<file path="config.mk">
export PLATFORM = sky130hd
export DESIGN_NAME = multi_channel_heartbeat_watchdog
export DESIGN_NICKNAME = d
export VERILOG_FILES = /design/src/design/hbw_pkg.sv /design/src/design/hbw_ram.sv /design/src/design/multi_channel_heartbeat_watchdog.sv
export SDC_FILE = /design/constraint.sdc
export NUM_CORES = 2
export LEC_CHECK = 0
export BUFFER_PORTS_ARGS = -buffer_cell sky130_fd_sc_hd__clkbuf_2
export CAP_MARGIN = 5
export CORE_MARGIN = 3
export CORE_UTILIZATION = 40
export CTS_CLUSTER_SIZE = 10
export DETAILED_ROUTE_END_ITERATION = 10
export PLACE_DENSITY = 0.62
export SYNTH_ARGS = -nofsm -noshare
export SYNTH_HDL_FRONTEND = slang
export SYNTH_SLANG_ARGS = --single-unit
</file>
<file path="constraint.sdc">
create_clock -name clk -period 6.4 [get_ports clk]
set_input_delay 1.28 -clock clk [delete_from_list [all_inputs] [get_ports clk]]
set_output_delay 1.28 -clock clk [all_outputs]
set_load 0.01 [all_outputs]
</file>
<file path="src/design/hbw_pkg.sv">
// Package for the multi-channel heartbeat watchdog.
// Holds the command, event, status and controller state codes plus the beat structs.
// No dependencies; used by the top level of the block.
package hbw_pkg;

	// Events returned by one tick at most
	localparam int unsigned MAX_EVENTS = 32;
	// Reset value of the default reload register
	localparam logic [15:0] DEFAULT_RELOAD_RST = 16'd100;

	typedef enum logic [1:0] {
		CMD_TICK  = 2'd0,
		CMD_REG   = 2'd1,
		CMD_KICK  = 2'd2,
		CMD_QUERY = 2'd3
	} cmd_t;

	typedef enum logic [1:0] {
		EV_NONE    = 2'd0,
		EV_OFFLINE = 2'd1,
		EV_REMIND  = 2'd2,
		EV_RECOVER = 2'd3
	} ev_t;

	typedef enum logic [1:0] {
		ST_OK     = 2'd0,
		ST_FULL   = 2'd1,
		ST_UNUSED = 2'd2
	} status_t;

	typedef enum logic [2:0] {
		S_IDLE,
		S_REG,
		S_KQ,
		S_TICK,
		S_EMIT,
		S_EMIT_RD,
		S_EMIT_OUT
	} state_t;

	// Request beat
	typedef struct packed {
		logic [1:0]  cmd;
		logic [4:0]  slot_index;
		logic [15:0] reload_setting;
		logic [15:0] initial_setting;
		logic [15:0] remind_setting;
	} req_t;

	// Response beat
	typedef struct packed {
		logic [1:0]  event_kind;
		logic [4:0]  slot_number;
		logic        all_alive;
		logic        slot_online;
		logic [15:0] remaining_count;
		logic [1:0]  status;
		logic        last;
	} rsp_t;

endpackage

</file>
<file path="src/design/hbw_ram.sv">
// Generic simple dual-port RAM: one write port, one read port, registered read.
// No dependencies; used for the slot table and the tick event buffer.
module hbw_ram #(
	parameter int unsigned WIDTH = 8,
	parameter int unsigned DEPTH = 32
) (
	input  logic                                       clk,
	input  logic                                       we,
	input  logic [((DEPTH > 1) ? $clog2(DEPTH) : 1)-1:0] waddr,
	input  logic [WIDTH-1:0]                           wdata,
	input  logic [((DEPTH > 1) ? $clog2(DEPTH) : 1)-1:0] raddr,
	output logic [WIDTH-1:0]                           rdata
);

	logic [WIDTH-1:0] mem_q [DEPTH];

	// Write port
	always_ff @(posedge clk) begin
		if (we) begin
			mem_q[waddr] <= wdata;
		end
	end

	// Registered read port
	always_ff @(posedge clk) begin
		rdata <= mem_q[raddr];
	end

endmodule

</file>
<file path="src/design/multi_channel_heartbeat_watchdog.sv">
// Top level of the multi-channel heartbeat watchdog: controller, slot flags, output register.
// Depends on hbw_pkg and hbw_ram (slot table and tick event buffer).
//
//  channel  | signals                      | dir | beat
//  ---------+------------------------------+-----+----------------------------------
//  req      | req_valid, req_ready, req    | in  | one command (tick/reg/kick/query)
//  rsp      | rsp_valid, rsp_ready, rsp    | out | one result; last marks the final one
//  cfg      | cfg_we, cfg_data             | in  | default reload write, no handshake
//
// One command at a time. Register walks the used flags for the first free slot, one
// slot a cycle. A tick walks the slot table through its single read port, then reads
// each event back from the event buffer. Reset clears the slot flags and sets the
// default reload to 100; the table itself needs no clearing. A stalled rsp holds the
// controller at its output step; req_ready is high whenever the controller is idle,
// even with a result pending.
module multi_channel_heartbeat_watchdog #(
	parameter int unsigned SLOTS      = 32,
	parameter int unsigned COUNT_BITS = 16
) (
	input  logic          clk,
	input  logic          arst_n,
	input  logic          req_valid,
	output logic          req_ready,
	input  hbw_pkg::req_t req,
	output logic          rsp_valid,
	input  logic          rsp_ready,
	output hbw_pkg::rsp_t rsp,
	input  logic          cfg_we,
	input  logic [15:0]   cfg_data
);

	localparam int unsigned SW  = (SLOTS > 1) ? $clog2(SLOTS) : 1;
	localparam int unsigned CW  = $clog2(SLOTS + 1);
	localparam int unsigned IW  = (SW > 5) ? SW : 5;
	localparam int unsigned CB  = COUNT_BITS;
	localparam int unsigned NW  = $clog2(hbw_pkg::MAX_EVENTS + 1);
	localparam int unsigned EAW = $clog2(hbw_pkg::MAX_EVENTS);
	localparam int unsigned EW  = 2 + SW;

	typedef struct packed {
		logic [CB-1:0] reload;
		logic [CB-1:0] count;
		logic [CB-1:0] rperiod;
		logic [CB-1:0] rleft;
	} ent_t;

	typedef struct packed {
		logic [1:0]    kind;
		logic [SW-1:0] slot;
	} evt_t;

	// Slot index to the 5-bit result field
	function automatic logic [4:0] slot5(input logic [SW-1:0] s);
		logic [IW-1:0] w;
		w = IW'(s);
		return w[4:0];
	endfunction

	hbw_pkg::state_t state_q, state_d;
	hbw_pkg::req_t   req_q;
	hbw_pkg::rsp_t   rsp_q, rsp_d;
	logic            rsp_valid_q, rsp_load;
	logic [15:0]     default_q;
	logic [CW-1:0]   ptr_q, ptr_d;
	logic            s1_valid_q, s1_valid_d;
	logic [SW-1:0]   s1_idx_q;
	logic            all_q;
	logic [NW-1:0]   evn_q;
	logic [NW-1:0]   eptr_q, eptr_d;
	logic            ok_q;

	logic            used_q [SLOTS];
	logic            on_q   [SLOTS];
	logic [1:0]      pk_q   [SLOTS];

	// Table RAM ports
	logic            tbl_we;
	logic [SW-1:0]   tbl_waddr, tbl_raddr;
	ent_t            tbl_wdata, tbl_rdata;

	// Event buffer ports
	logic            evb_we;
	logic [EAW-1:0]  evb_waddr, evb_raddr;
	evt_t            evb_wdata, evb_rdata;

	// Decoded request
	logic [IW-1:0]   req_idx_w;
	logic [SW-1:0]   req_slot, kq_slot;
	logic            req_ok;
	logic            rsp_free;

	// Tick stage results
	logic            tk_act, tk_on, tk_push;
	logic [1:0]      tk_pk;
	logic [1:0]      tk_ev;
	ent_t            tk_ent;

	// Flag update strobes
	logic            reg_fire, kick_fire;
	logic            reg_online;
	logic [SW-1:0]   ptr_slot;
	ent_t            reg_ent;

	hbw_ram #(
		.WIDTH($bits(ent_t)),
		.DEPTH(SLOTS)
	) u_tbl (
		.clk  (clk),
		.we   (tbl_we),
		.waddr(tbl_waddr),
		.wdata(tbl_wdata),
		.raddr(tbl_raddr),
		.rdata(tbl_rdata)
	);

	hbw_ram #(
		.WIDTH(EW),
		.DEPTH(hbw_pkg::MAX_EVENTS)
	) u_evb (
		.clk  (clk),
		.we   (evb_we),
		.waddr(evb_waddr),
		.wdata(evb_wdata),
		.raddr(evb_raddr),
		.rdata(evb_rdata)
	);

	assign req_idx_w = IW'(req.slot_index);
	assign req_slot  = req_idx_w[SW-1:0];
	assign req_ok    = (32'(req.slot_index) < SLOTS) && used_q[req_slot];
	assign kq_slot   = s1_idx_q;
	assign ptr_slot  = ptr_q[SW-1:0];
	assign rsp_free  = !rsp_valid_q || rsp_ready;
	assign req_ready = (state_q == hbw_pkg::S_IDLE);
	assign rsp_valid = rsp_valid_q;
	assign rsp       = rsp_q;

	// Tick stage: count down one slot read from the table last cycle
	always_comb begin
		logic [CB-1:0] cd;
		logic [CB-1:0] rl;
		logic          on;
		logic [1:0]    pk;
		cd = tbl_rdata.count;
		rl = tbl_rdata.rleft;
		on = on_q[s1_idx_q];
		pk = pk_q[s1_idx_q];
		if (cd != '0) begin
			cd = cd - 1'b1;
			if (cd == '0 && on) begin
				on = 1'b0;
				rl = tbl_rdata.rperiod;
				pk = hbw_pkg::EV_OFFLINE;
			end
		end else if (!on && tbl_rdata.rperiod != '0) begin
			if (rl != '0) begin
				rl = rl - 1'b1;
			end
			if (rl == '0) begin
				pk = hbw_pkg::EV_REMIND;
				rl = tbl_rdata.rperiod;
			end
		end
		tk_act  = (state_q == hbw_pkg::S_TICK) && s1_valid_q && used_q[s1_idx_q];
		tk_push = tk_act && (pk != hbw_pkg::EV_NONE) && (evn_q < NW'(hbw_pkg::MAX_EVENTS));
		tk_ev   = pk;
		tk_pk   = tk_push ? hbw_pkg::EV_NONE : pk;
		tk_on   = on;
		tk_ent  = '{reload: tbl_rdata.reload, count: cd, rperiod: tbl_rdata.rperiod, rleft: rl};
	end

	// Registration entry from the captured request
	always_comb begin
		logic [CB-1:0] rl;
		logic [CB-1:0] init;
		rl = CB'(req_q.reload_setting);
		if (rl == '0) begin
			rl = CB'(default_q);
		end
		init = CB'(req_q.initial_setting);
		if (init == '0) begin
			init = rl;
		end
		reg_online = (init != '0);
		reg_ent = '{reload: rl, count: init, rperiod: CB'(req_q.remind_setting),
			rleft: CB'(req_q.remind_setting)};
	end

	// Event buffer write during the walk
	assign evb_we    = tk_push;
	assign evb_waddr = evn_q[EAW-1:0];
	assign evb_wdata = '{kind: tk_ev, slot: s1_idx_q};

	// Controller: next state, RAM ports and response
	always_comb begin
		state_d    = state_q;
		ptr_d      = ptr_q;
		eptr_d     = eptr_q;
		s1_valid_d = 1'b0;
		rsp_load   = 1'b0;
		rsp_d      = '0;
		tbl_we     = 1'b0;
		tbl_waddr  = s1_idx_q;
		tbl_wdata  = tk_ent;
		tbl_raddr  = s1_idx_q;
		evb_raddr  = eptr_q[EAW-1:0];
		reg_fire   = 1'b0;
		kick_fire  = 1'b0;
		case (state_q)
			hbw_pkg::S_IDLE: begin
				tbl_raddr = req_slot;
				ptr_d     = '0;
				eptr_d    = '0;
				if (req_valid) begin
					case (req.cmd)
						hbw_pkg::CMD_TICK:  state_d = hbw_pkg::S_TICK;
						hbw_pkg::CMD_REG:   state_d = hbw_pkg::S_REG;
						default:            state_d = hbw_pkg::S_KQ;
					endcase
				end
			end
			hbw_pkg::S_REG: begin
				if (ptr_q == CW'(SLOTS)) begin
					if (rsp_free) begin
						rsp_load        = 1'b1;
						rsp_d.status    = hbw_pkg::ST_FULL;
						rsp_d.last      = 1'b1;
						state_d         = hbw_pkg::S_IDLE;
					end
				end else if (used_q[ptr_slot]) begin
					ptr_d = ptr_q + 1'b1;
				end else if (rsp_free) begin
					reg_fire          = 1'b1;
					tbl_we            = 1'b1;
					tbl_waddr         = ptr_slot;
					tbl_wdata         = reg_ent;
					rsp_load          = 1'b1;
					rsp_d.slot_number = slot5(ptr_slot);
					rsp_d.last        = 1'b1;
					state_d           = hbw_pkg::S_IDLE;
				end
			end
			hbw_pkg::S_KQ: begin
				tbl_raddr = kq_slot;
				if (rsp_free) begin
					rsp_load          = 1'b1;
					rsp_d.slot_number = req_q.slot_index;
					rsp_d.last        = 1'b1;
					state_d           = hbw_pkg::S_IDLE;
					if (!ok_q) begin
						rsp_d.status = hbw_pkg::ST_UNUSED;
					end else if (req_q.cmd == hbw_pkg::CMD_KICK) begin
						kick_fire = 1'b1;
						tbl_we    = 1'b1;
						tbl_waddr = kq_slot;
						tbl_wdata = '{reload: tbl_rdata.reload, count: tbl_rdata.reload,
							rperiod: tbl_rdata.rperiod, rleft: tbl_rdata.rperiod};
					end else begin
						rsp_d.slot_online     = on_q[kq_slot];
						rsp_d.remaining_count = 16'(tbl_rdata.count);
					end
				end
			end
			hbw_pkg::S_TICK: begin
				// read slot ptr while slot s1 is updated and written back
				tbl_raddr = ptr_slot;
				tbl_we    = tk_act;
				if (ptr_q != CW'(SLOTS)) begin
					s1_valid_d = 1'b1;
					ptr_d      = ptr_q + 1'b1;
				end else if (!s1_valid_q) begin
					state_d = hbw_pkg::S_EMIT;
				end
			end
			hbw_pkg::S_EMIT: begin
				if (evn_q != '0) begin
					state_d = hbw_pkg::S_EMIT_RD;
				end else if (rsp_free) begin
					rsp_load         = 1'b1;
					rsp_d.all_alive  = all_q;
					rsp_d.last       = 1'b1;
					state_d          = hbw_pkg::S_IDLE;
				end
			end
			hbw_pkg::S_EMIT_RD: begin
				state_d = hbw_pkg::S_EMIT_OUT;
			end
			hbw_pkg::S_EMIT_OUT: begin
				if (rsp_free) begin
					rsp_load          = 1'b1;
					rsp_d.event_kind  = evb_rdata.kind;
					rsp_d.slot_number = slot5(evb_rdata.slot);
					rsp_d.all_alive   = all_q;
					rsp_d.last        = (eptr_q == evn_q - 1'b1);
					eptr_d            = eptr_q + 1'b1;
					state_d           = rsp_d.last ? hbw_pkg::S_IDLE : hbw_pkg::S_EMIT_RD;
				end
			end
			default: begin
				state_d = hbw_pkg::S_IDLE;
			end
		endcase
	end

	// Control registers
	always_ff @(posedge clk or negedge arst_n) begin
		if (!arst_n) begin
			state_q     <= hbw_pkg::S_IDLE;
			rsp_valid_q <= 1'b0;
			default_q   <= hbw_pkg::DEFAULT_RELOAD_RST;
			ptr_q       <= '0;
			eptr_q      <= '0;
			s1_valid_q  <= 1'b0;
			all_q       <= 1'b1;
			evn_q       <= '0;
		end else begin
			state_q    <= state_d;
			ptr_q      <= ptr_d;
			eptr_q     <= eptr_d;
			s1_valid_q <= s1_valid_d;
			if (cfg_we) begin
				default_q <= cfg_data;
			end
			if (rsp_load) begin
				rsp_valid_q <= 1'b1;
			end else if (rsp_ready) begin
				rsp_valid_q <= 1'b0;
			end
			if (state_q == hbw_pkg::S_IDLE) begin
				all_q <= 1'b1;
				evn_q <= '0;
			end else begin
				if (tk_act && !tk_on) begin
					all_q <= 1'b0;
				end
				if (tk_push) begin
					evn_q <= evn_q + 1'b1;
				end
			end
		end
	end

	// Payload registers
	always_ff @(posedge clk) begin
		if (rsp_load) begin
			rsp_q <= rsp_d;
		end
		if (state_q == hbw_pkg::S_IDLE) begin
			req_q <= req;
			ok_q  <= req_ok;
		end
		if (state_q == hbw_pkg::S_IDLE) begin
			s1_idx_q <= req_slot;
		end else if (state_q == hbw_pkg::S_TICK) begin
			s1_idx_q <= ptr_slot;
		end
	end

	// Slot flags: used, online, pending event
	always_ff @(posedge clk or negedge arst_n) begin
		if (!arst_n) begin
			for (int i = 0; i < SLOTS; i++) begin
				used_q[i] <= 1'b0;
				on_q[i]   <= 1'b0;
				pk_q[i]   <= hbw_pkg::EV_NONE;
			end
		end else begin
			if (tk_act) begin
				on_q[s1_idx_q] <= tk_on;
				pk_q[s1_idx_q] <= tk_pk;
			end
			if (reg_fire) begin
				used_q[ptr_slot] <= 1'b1;
				on_q[ptr_slot]   <= reg_online;
				pk_q[ptr_slot]   <= hbw_pkg::EV_NONE;
			end
			if (kick_fire && !on_q[kq_slot]) begin
				on_q[kq_slot] <= 1'b1;
				pk_q[kq_slot] <= hbw_pkg::EV_RECOVER;
			end
		end
	end

endmodule
</file>
# == Yosys cells after proc, flatten, opt, wreduce, memory -nomap -nowiden ==
# Memories as Yosys holds them, arrays and structs flattened. A register that Yosys moved wholly into a read port is not among the register bits.
# Index checks and enable logic that the tools add are counted.
# word_totals
word_cells,321
rom_bits,0
out_inout_bits,30
ram_bits,2272
register_bits,257
in_bits,76
n_memories,2
latch_bits,0
# classes
reduce_logical,38
n_div,0
magnitude_cmp,6
multipliers,0
addsub,6
bitwise,11
eq_ne,19
muxes,121
n_shift,0
# mem_list
memory,words,width,read_ports,rd_clocked_by_memory_dff,write_ports,line_no,text
u_tbl.mem_q,32,64,1,1,1,hbw_ram.sv:15,logic [WIDTH-1:0] mem_q [DEPTH];
u_evb.mem_q,32,7,1,1,1,hbw_ram.sv:15,
# op_table
operator,n
64-bit two-way mux,6
16-bit two-way mux,10
48-bit two-way mux,3
64-bit case mux with 2 select lines,1
32-bit two-way mux,3
64-bit bitwise AND,1
32-bit bitwise mux,2
64-bit bitwise mux,1
16-bit logical NOT,4
64-bit inverter,1
32-bit bitwise OR,2
64-bit bitwise OR,1
16-bit nonzero test,4
5-bit two-way mux,10
6-bit two-way mux,7
1-bit two-way mux,36
"16-bit by 1-bit subtractor with 16-bit output, second input constant",2
3-bit two-way mux,10
2-bit two-way mux,12
3-bit case mux with 7 select lines,1
1-bit binary-select mux with 5-bit select,4
2-bit demux with 5-bit select,2
"6-bit by 1-bit adder with 6-bit output, second input constant",3
"6-bit >= comparator, second input constant",3
other kinds (38),72

# == Logic depth before layout (Yosys ltp) ==
# logic_depth
depth_word,22
depth_mapped,15
ltp_nobuf,11

# == By module ==
# A second synthesis with hierarchy kept.
# unflattened
cells_unflattened,5202
hier_area_um2,103934.7
# by_module_without_submodules
module,cells_each,instances,seq_area_each_um2,area_per_inst_um2
hbw_ram at u_tbl,3096,1,62780.2,78964.5
multi_channel_heartbeat_watchdog,1736,1,6881.6,16136.7
hbw_ram at u_evb,370,1,6866.6,8833.5

# == Worst setup path before layout ==
# OpenSTA, ideal clock, no wires.
# synth_timing
path_type,reg2reg
startpoint,"register s1_idx_q[4], in the netlist kq_slot[4]"
endpoint,"memory u_tbl.mem_q[29][0] in the netlist's numbering, enable pin"
setup_slack_ns,0.492
path_buffers,4
synth_period_minus_slack_ns,5.908
t_required_ns,5.914
setup_ns,0.486
arrival_ns,5.421
path_stages_with_launch,13
path_cell_list,edfxtp_1 > buf_2 > and3b_1 > clkbuf_1 > a22oi_1 > nand4_1 > nand4_1 > buf_2 > a21oi_1 > a21oi_1 > or2_2 > clkbuf_1 > nor2_1
# synth_via
elab_chain_cells,8
elab_cells_between_ends,12
classes_between,mux (10); bitwise (1); reduce/logical (1)
# synth_lines
item,line_no,text
"start, declared",multi_channel_heartbeat_watchdog.sv:66,logic [SW-1:0] s1_idx_q;
"start signal, assigned",multi_channel_heartbeat_watchdog.sv:353,s1_idx_q <= req_slot;
"start signal, assigned",multi_channel_heartbeat_watchdog.sv:355,s1_idx_q <= ptr_slot;
5-bit inverter with 6-bit output (implied by the code),multi_channel_heartbeat_watchdog.sv:164,tk_act = (state_q == hbw_pkg::S_TICK) && s1_valid_q && used_q[s1_idx_q];
1-bit binary-select mux with 5-bit select,multi_channel_heartbeat_watchdog.sv:164,
1-bit two-way mux (implied by the code) (2 in a row),multi_channel_heartbeat_watchdog.sv:164,
1-bit logical AND,multi_channel_heartbeat_watchdog.sv:164,
1-bit case mux with 3 select lines,multi_channel_heartbeat_watchdog.sv:209,case (state_q)
1-bit two-way mux,hbw_ram.sv:19,if (we) begin
1-bit two-way mux (implied by the code),hbw_ram.sv:20,mem_q[waddr] <= wdata;
"end, declared",hbw_ram.sv:15,
# Parallel ways exist; a longest one is shown, timed or not. The select of a mux whose other input is x is not followed.

==> reports/metrics.csv <==
metric,value,unit
route.vias.total,67000,
power_leakage,39.6,nW
clk_path_buf_depth,4,
worst_path_dominant_cell_family,compound AO/OA/AOI/OAI gates,
critical-path-slowest-cell,edfxtp_1,
final-max-slew-violation-count,0,
synth.area.top_cells,"edfxtp_1 66%, nand2_1 5.0%, a211oi_1 4.5%",
die_w,523,um
synthToLayoutAreaGrowth,13.6,%
layout_setup_ws,0.944,ns
ys_types,90,
synth_top_area_share,66.3,%
rsz0062_at_grt,false,
post-cts-setup-buffers,0,
synth_top_family_by_area,compound AO/OA/AOI/OAI gates,
hold_class,primary input to asynchronous set/reset pin,
cp_max_fo,32,
worstMarginPinSlew,1.41,ns
worst_skew_pair.late_latency,0.97,ns
post_synth_mux_area_share,3.62,%
post-dp-hpwl,172000,um
design.core.area,266000,sq um
crit_chain,buf_4 -> mux2i_1 -> o32ai_1 -> a2111oi_2 -> or2_0 -> buf_4 -> nor2_1 -> nor2_1 -> o21ai_0 -> a211oi_1 -> a221o_1,
crit_type,register to register,
synth_compound_area_share,11.7,%
power_per_cell_area,547,nW/um^2
cts-resized-gates,0,
clkSlewWorstSetupHoldPaths,0.06,ns
synth.largest_area_cell,edfxtp_1,
count_of_nets_after_finishing,7767,
die_h,523,um
htreeDepth,5,
root_buffer,clkbuf_16,
drt_iter0_markers,7691,
totalWireLength,300000,um
ys_dominant_reg_cell,edfxtp_1,
synth_simple_gate_area_share,10.3,%
average_cell_area_after_synthesis,14.0,sq um
whs,0.385,ns
utilization,45.7,%
critical_path_buf_inv_count,2,
number_of_hold_buffers_added_after_cts,0,
worstPathArrival,6.01,ns
buffer_ports.inserted,105,
synth_edf_count,2361,
yosysWarnings,0,
drt_antenna_net_count,0,
synth.yosys.seq_area_share,71.6,%
wire_length_of_the_first_global_routing_pass,439000,um
groute.usage.overall,21.5,%
preCtsSetupSlack,1.14,ns
netlist_area,107000,sq um
top_level_ports,106,
cts_num_sinks,2600,
largest_net_degree_at_the_start_of_global_routing,179,
vias_per_cell,5.88,
worst_slew_margin_rel,5.96,%
setup.worst_path.end_class,register,
synth_cells,7606,
routedWlPerCell,26.3,um
num_rows,189,
grt_remaining_overflow,0,
synth-async-reset-ratio,6.46,%
critPathMaxStageDelay,1.02,ns
fin_total_pwr,66.4,mW
clock.fmax,0.183,GHz
drc_errors,0,
synth_fa_ha_area_share,0.152,%
final_hold_viol_count,0,
timing.final.crit_period,5.46,ns
tritoncts,yes,
clock_skew,0.0938,ns
layout-drive-gt1-share,12.3,%
setup_viol_count_final,0,
start_util,40.2,%
cap_violations,0,
run_status,completed,
yosys_register_bits,2600,
peakVddDrop,0.658,mV
cp-start-kind,register,
syn-num-nets,7695,
cts_buffers,318,
yosys.area_share.xor_xnor,0.279,%
drt_pass1_iterations,6,
timing.final.crit_share,85.3,%
via_count_of_the_first_global_routing_pass,64800,
fin_tns_setup,0,ns
globalplace.congestion,0.928,
grt_antenna_before_repair,4,
crit_required,6.95,ns
floorplan.die_area,273000,sq um
## stage by stage
step	area [sq um]	std cells
detailed placement	112000	10900
finish	121000	11400
global placement	112000	10900
global route	121000	11400
floorplan	107000	7606
CTS	121000	11400
## flip-flops by register name, indices dropped and copies added (netlist names), 28 cells and up
register,count
u_tbl.rdata,64
pk_q,64
u_evb.mem_q,224
u_tbl.mem_q,2048
on_q,32
used_q,32
req_q,39
rsp,28
## worst paths after layout
check	depth (start not counted)	start	endpoint	slack [ns]
worst min register to register	2	pk_q[8]$_DFF_PN0_	pk_q[8]$_DFF_PN0_	0.49
max in group asynchronous	2	arst_n	default_q[0]$_DFFE_PN0P_	4.74
worst min-delay path	1	arst_n	pk_q[19]$_DFF_PN0_	0.39
min in group clk	2	pk_q[8]$_DFF_PN0_	pk_q[8]$_DFF_PN0_	0.49
worst max-delay path	11	kq_slot[0]$_DFFE_PN_	u_tbl.mem_q[4][7]$_DFFE_PP_	0.94
worst max register to register	11	kq_slot[0]$_DFFE_PN_	u_tbl.mem_q[4][7]$_DFFE_PP_	0.94
## per-layer routing
| metal | track usage (%) | vias up | part of all wire (%) |
|---|---|---|---|
| met1 | 29.9 | 34100 | 42 |
| met2 | 33.4 | 2917 | 46 |
| met3 | 3.97 | 581 | 7.8 |
| met5 | 0 | - | 0.0090 |
| li1 | - | 29400 | - |
| met4 | 8.60 | 4 | 4.2 |
## power by group
part,internal (mW),switching [mW]
combinational,7.97,18.8
clock,9.50,6.49
sequential,22.5,1.12
total,40.0,26.4
## area by class of cell
class | instances | area [sq um]
fill | 23000 | 144000
clock buffer | 486 | 8830
multi-input combinational | 4416 | 28300
inverter | 25 | 96.3
tap | 3533 | 4420
sequential | 2600 | 76500
timing repair buffer | 317 | 3020
clock inverter | 18 | 199
antenna | 2 | 5.00
## cell usage in the layout (no fill, tap or decap), types with 23 or more instances in the layout
cell,instances
nor3_1,34
and2_1,476
dfrtp_1,162
clkbuf_2,104
nand2b_1,32
nand3_1,127
dfxtp_1,71
mux2i_1,56
clkbuf_1,154
mux2_2,70
nor2_4,33
buf_12,72
o211ai_1,81
a21oi_1,134
a211oi_1,646
a31oi_1,269
nor2_1,131
nand2_1,1409
a311oi_1,192
a21o_1,66
buf_4,140
edfxtp_1,2361
nor4_1,24
or2_2,25
mux4_2,112
o21ai_0,81
a22oi_1,46
clkbuf_16,327
inv_1,23
a311o_1,64
## logic make-up (layout without fill, tap and decap cells)
family	after synthesis	in the layout
AO/OA/AOI/OAI	1729	1729
XOR/XNOR	34	34
adder cells (fa/ha/maj)	13	13
buffers and inverters	590	846
flip-flops	2600	2600
multiplexers	238	238
other	0	2
AND/OR/NAND/NOR	2402	2402
## Yosys cell counts (9+ instances only)
cell	n
o21bai_1	14
a311oi_1	192
nor3b_1	9
nor4_1	24
o21ai_1	15
nor3_1	37
buf_1	25
mux2_2	70
nor2b_1	9
a31oi_1	269
nand4_1	17
nand2b_1	32
a22oi_1	46
inv_1	24
a21oi_1	144
ha_1	13
buf_2	111
a2bb2oi_1	11
xor2_1	16
nor2_1	164
a311o_1	64
nand2_1	1410
xnor2_1	18
o21ai_0	100
dfxtp_1	71
mux4_2	112
a221o_1	10
buf_4	10
o22ai_1	11
o31ai_1	9
and3_1	10
edfxtp_1	2361
o211ai_1	81
dfrtp_1	164
a21o_1	66
nand3_1	127
a211oi_1	646
and2_1	476
or3_1	16
clkbuf_1	412
mux2i_1	56
or2_2	25
Power figures use the tool's default switching activity.
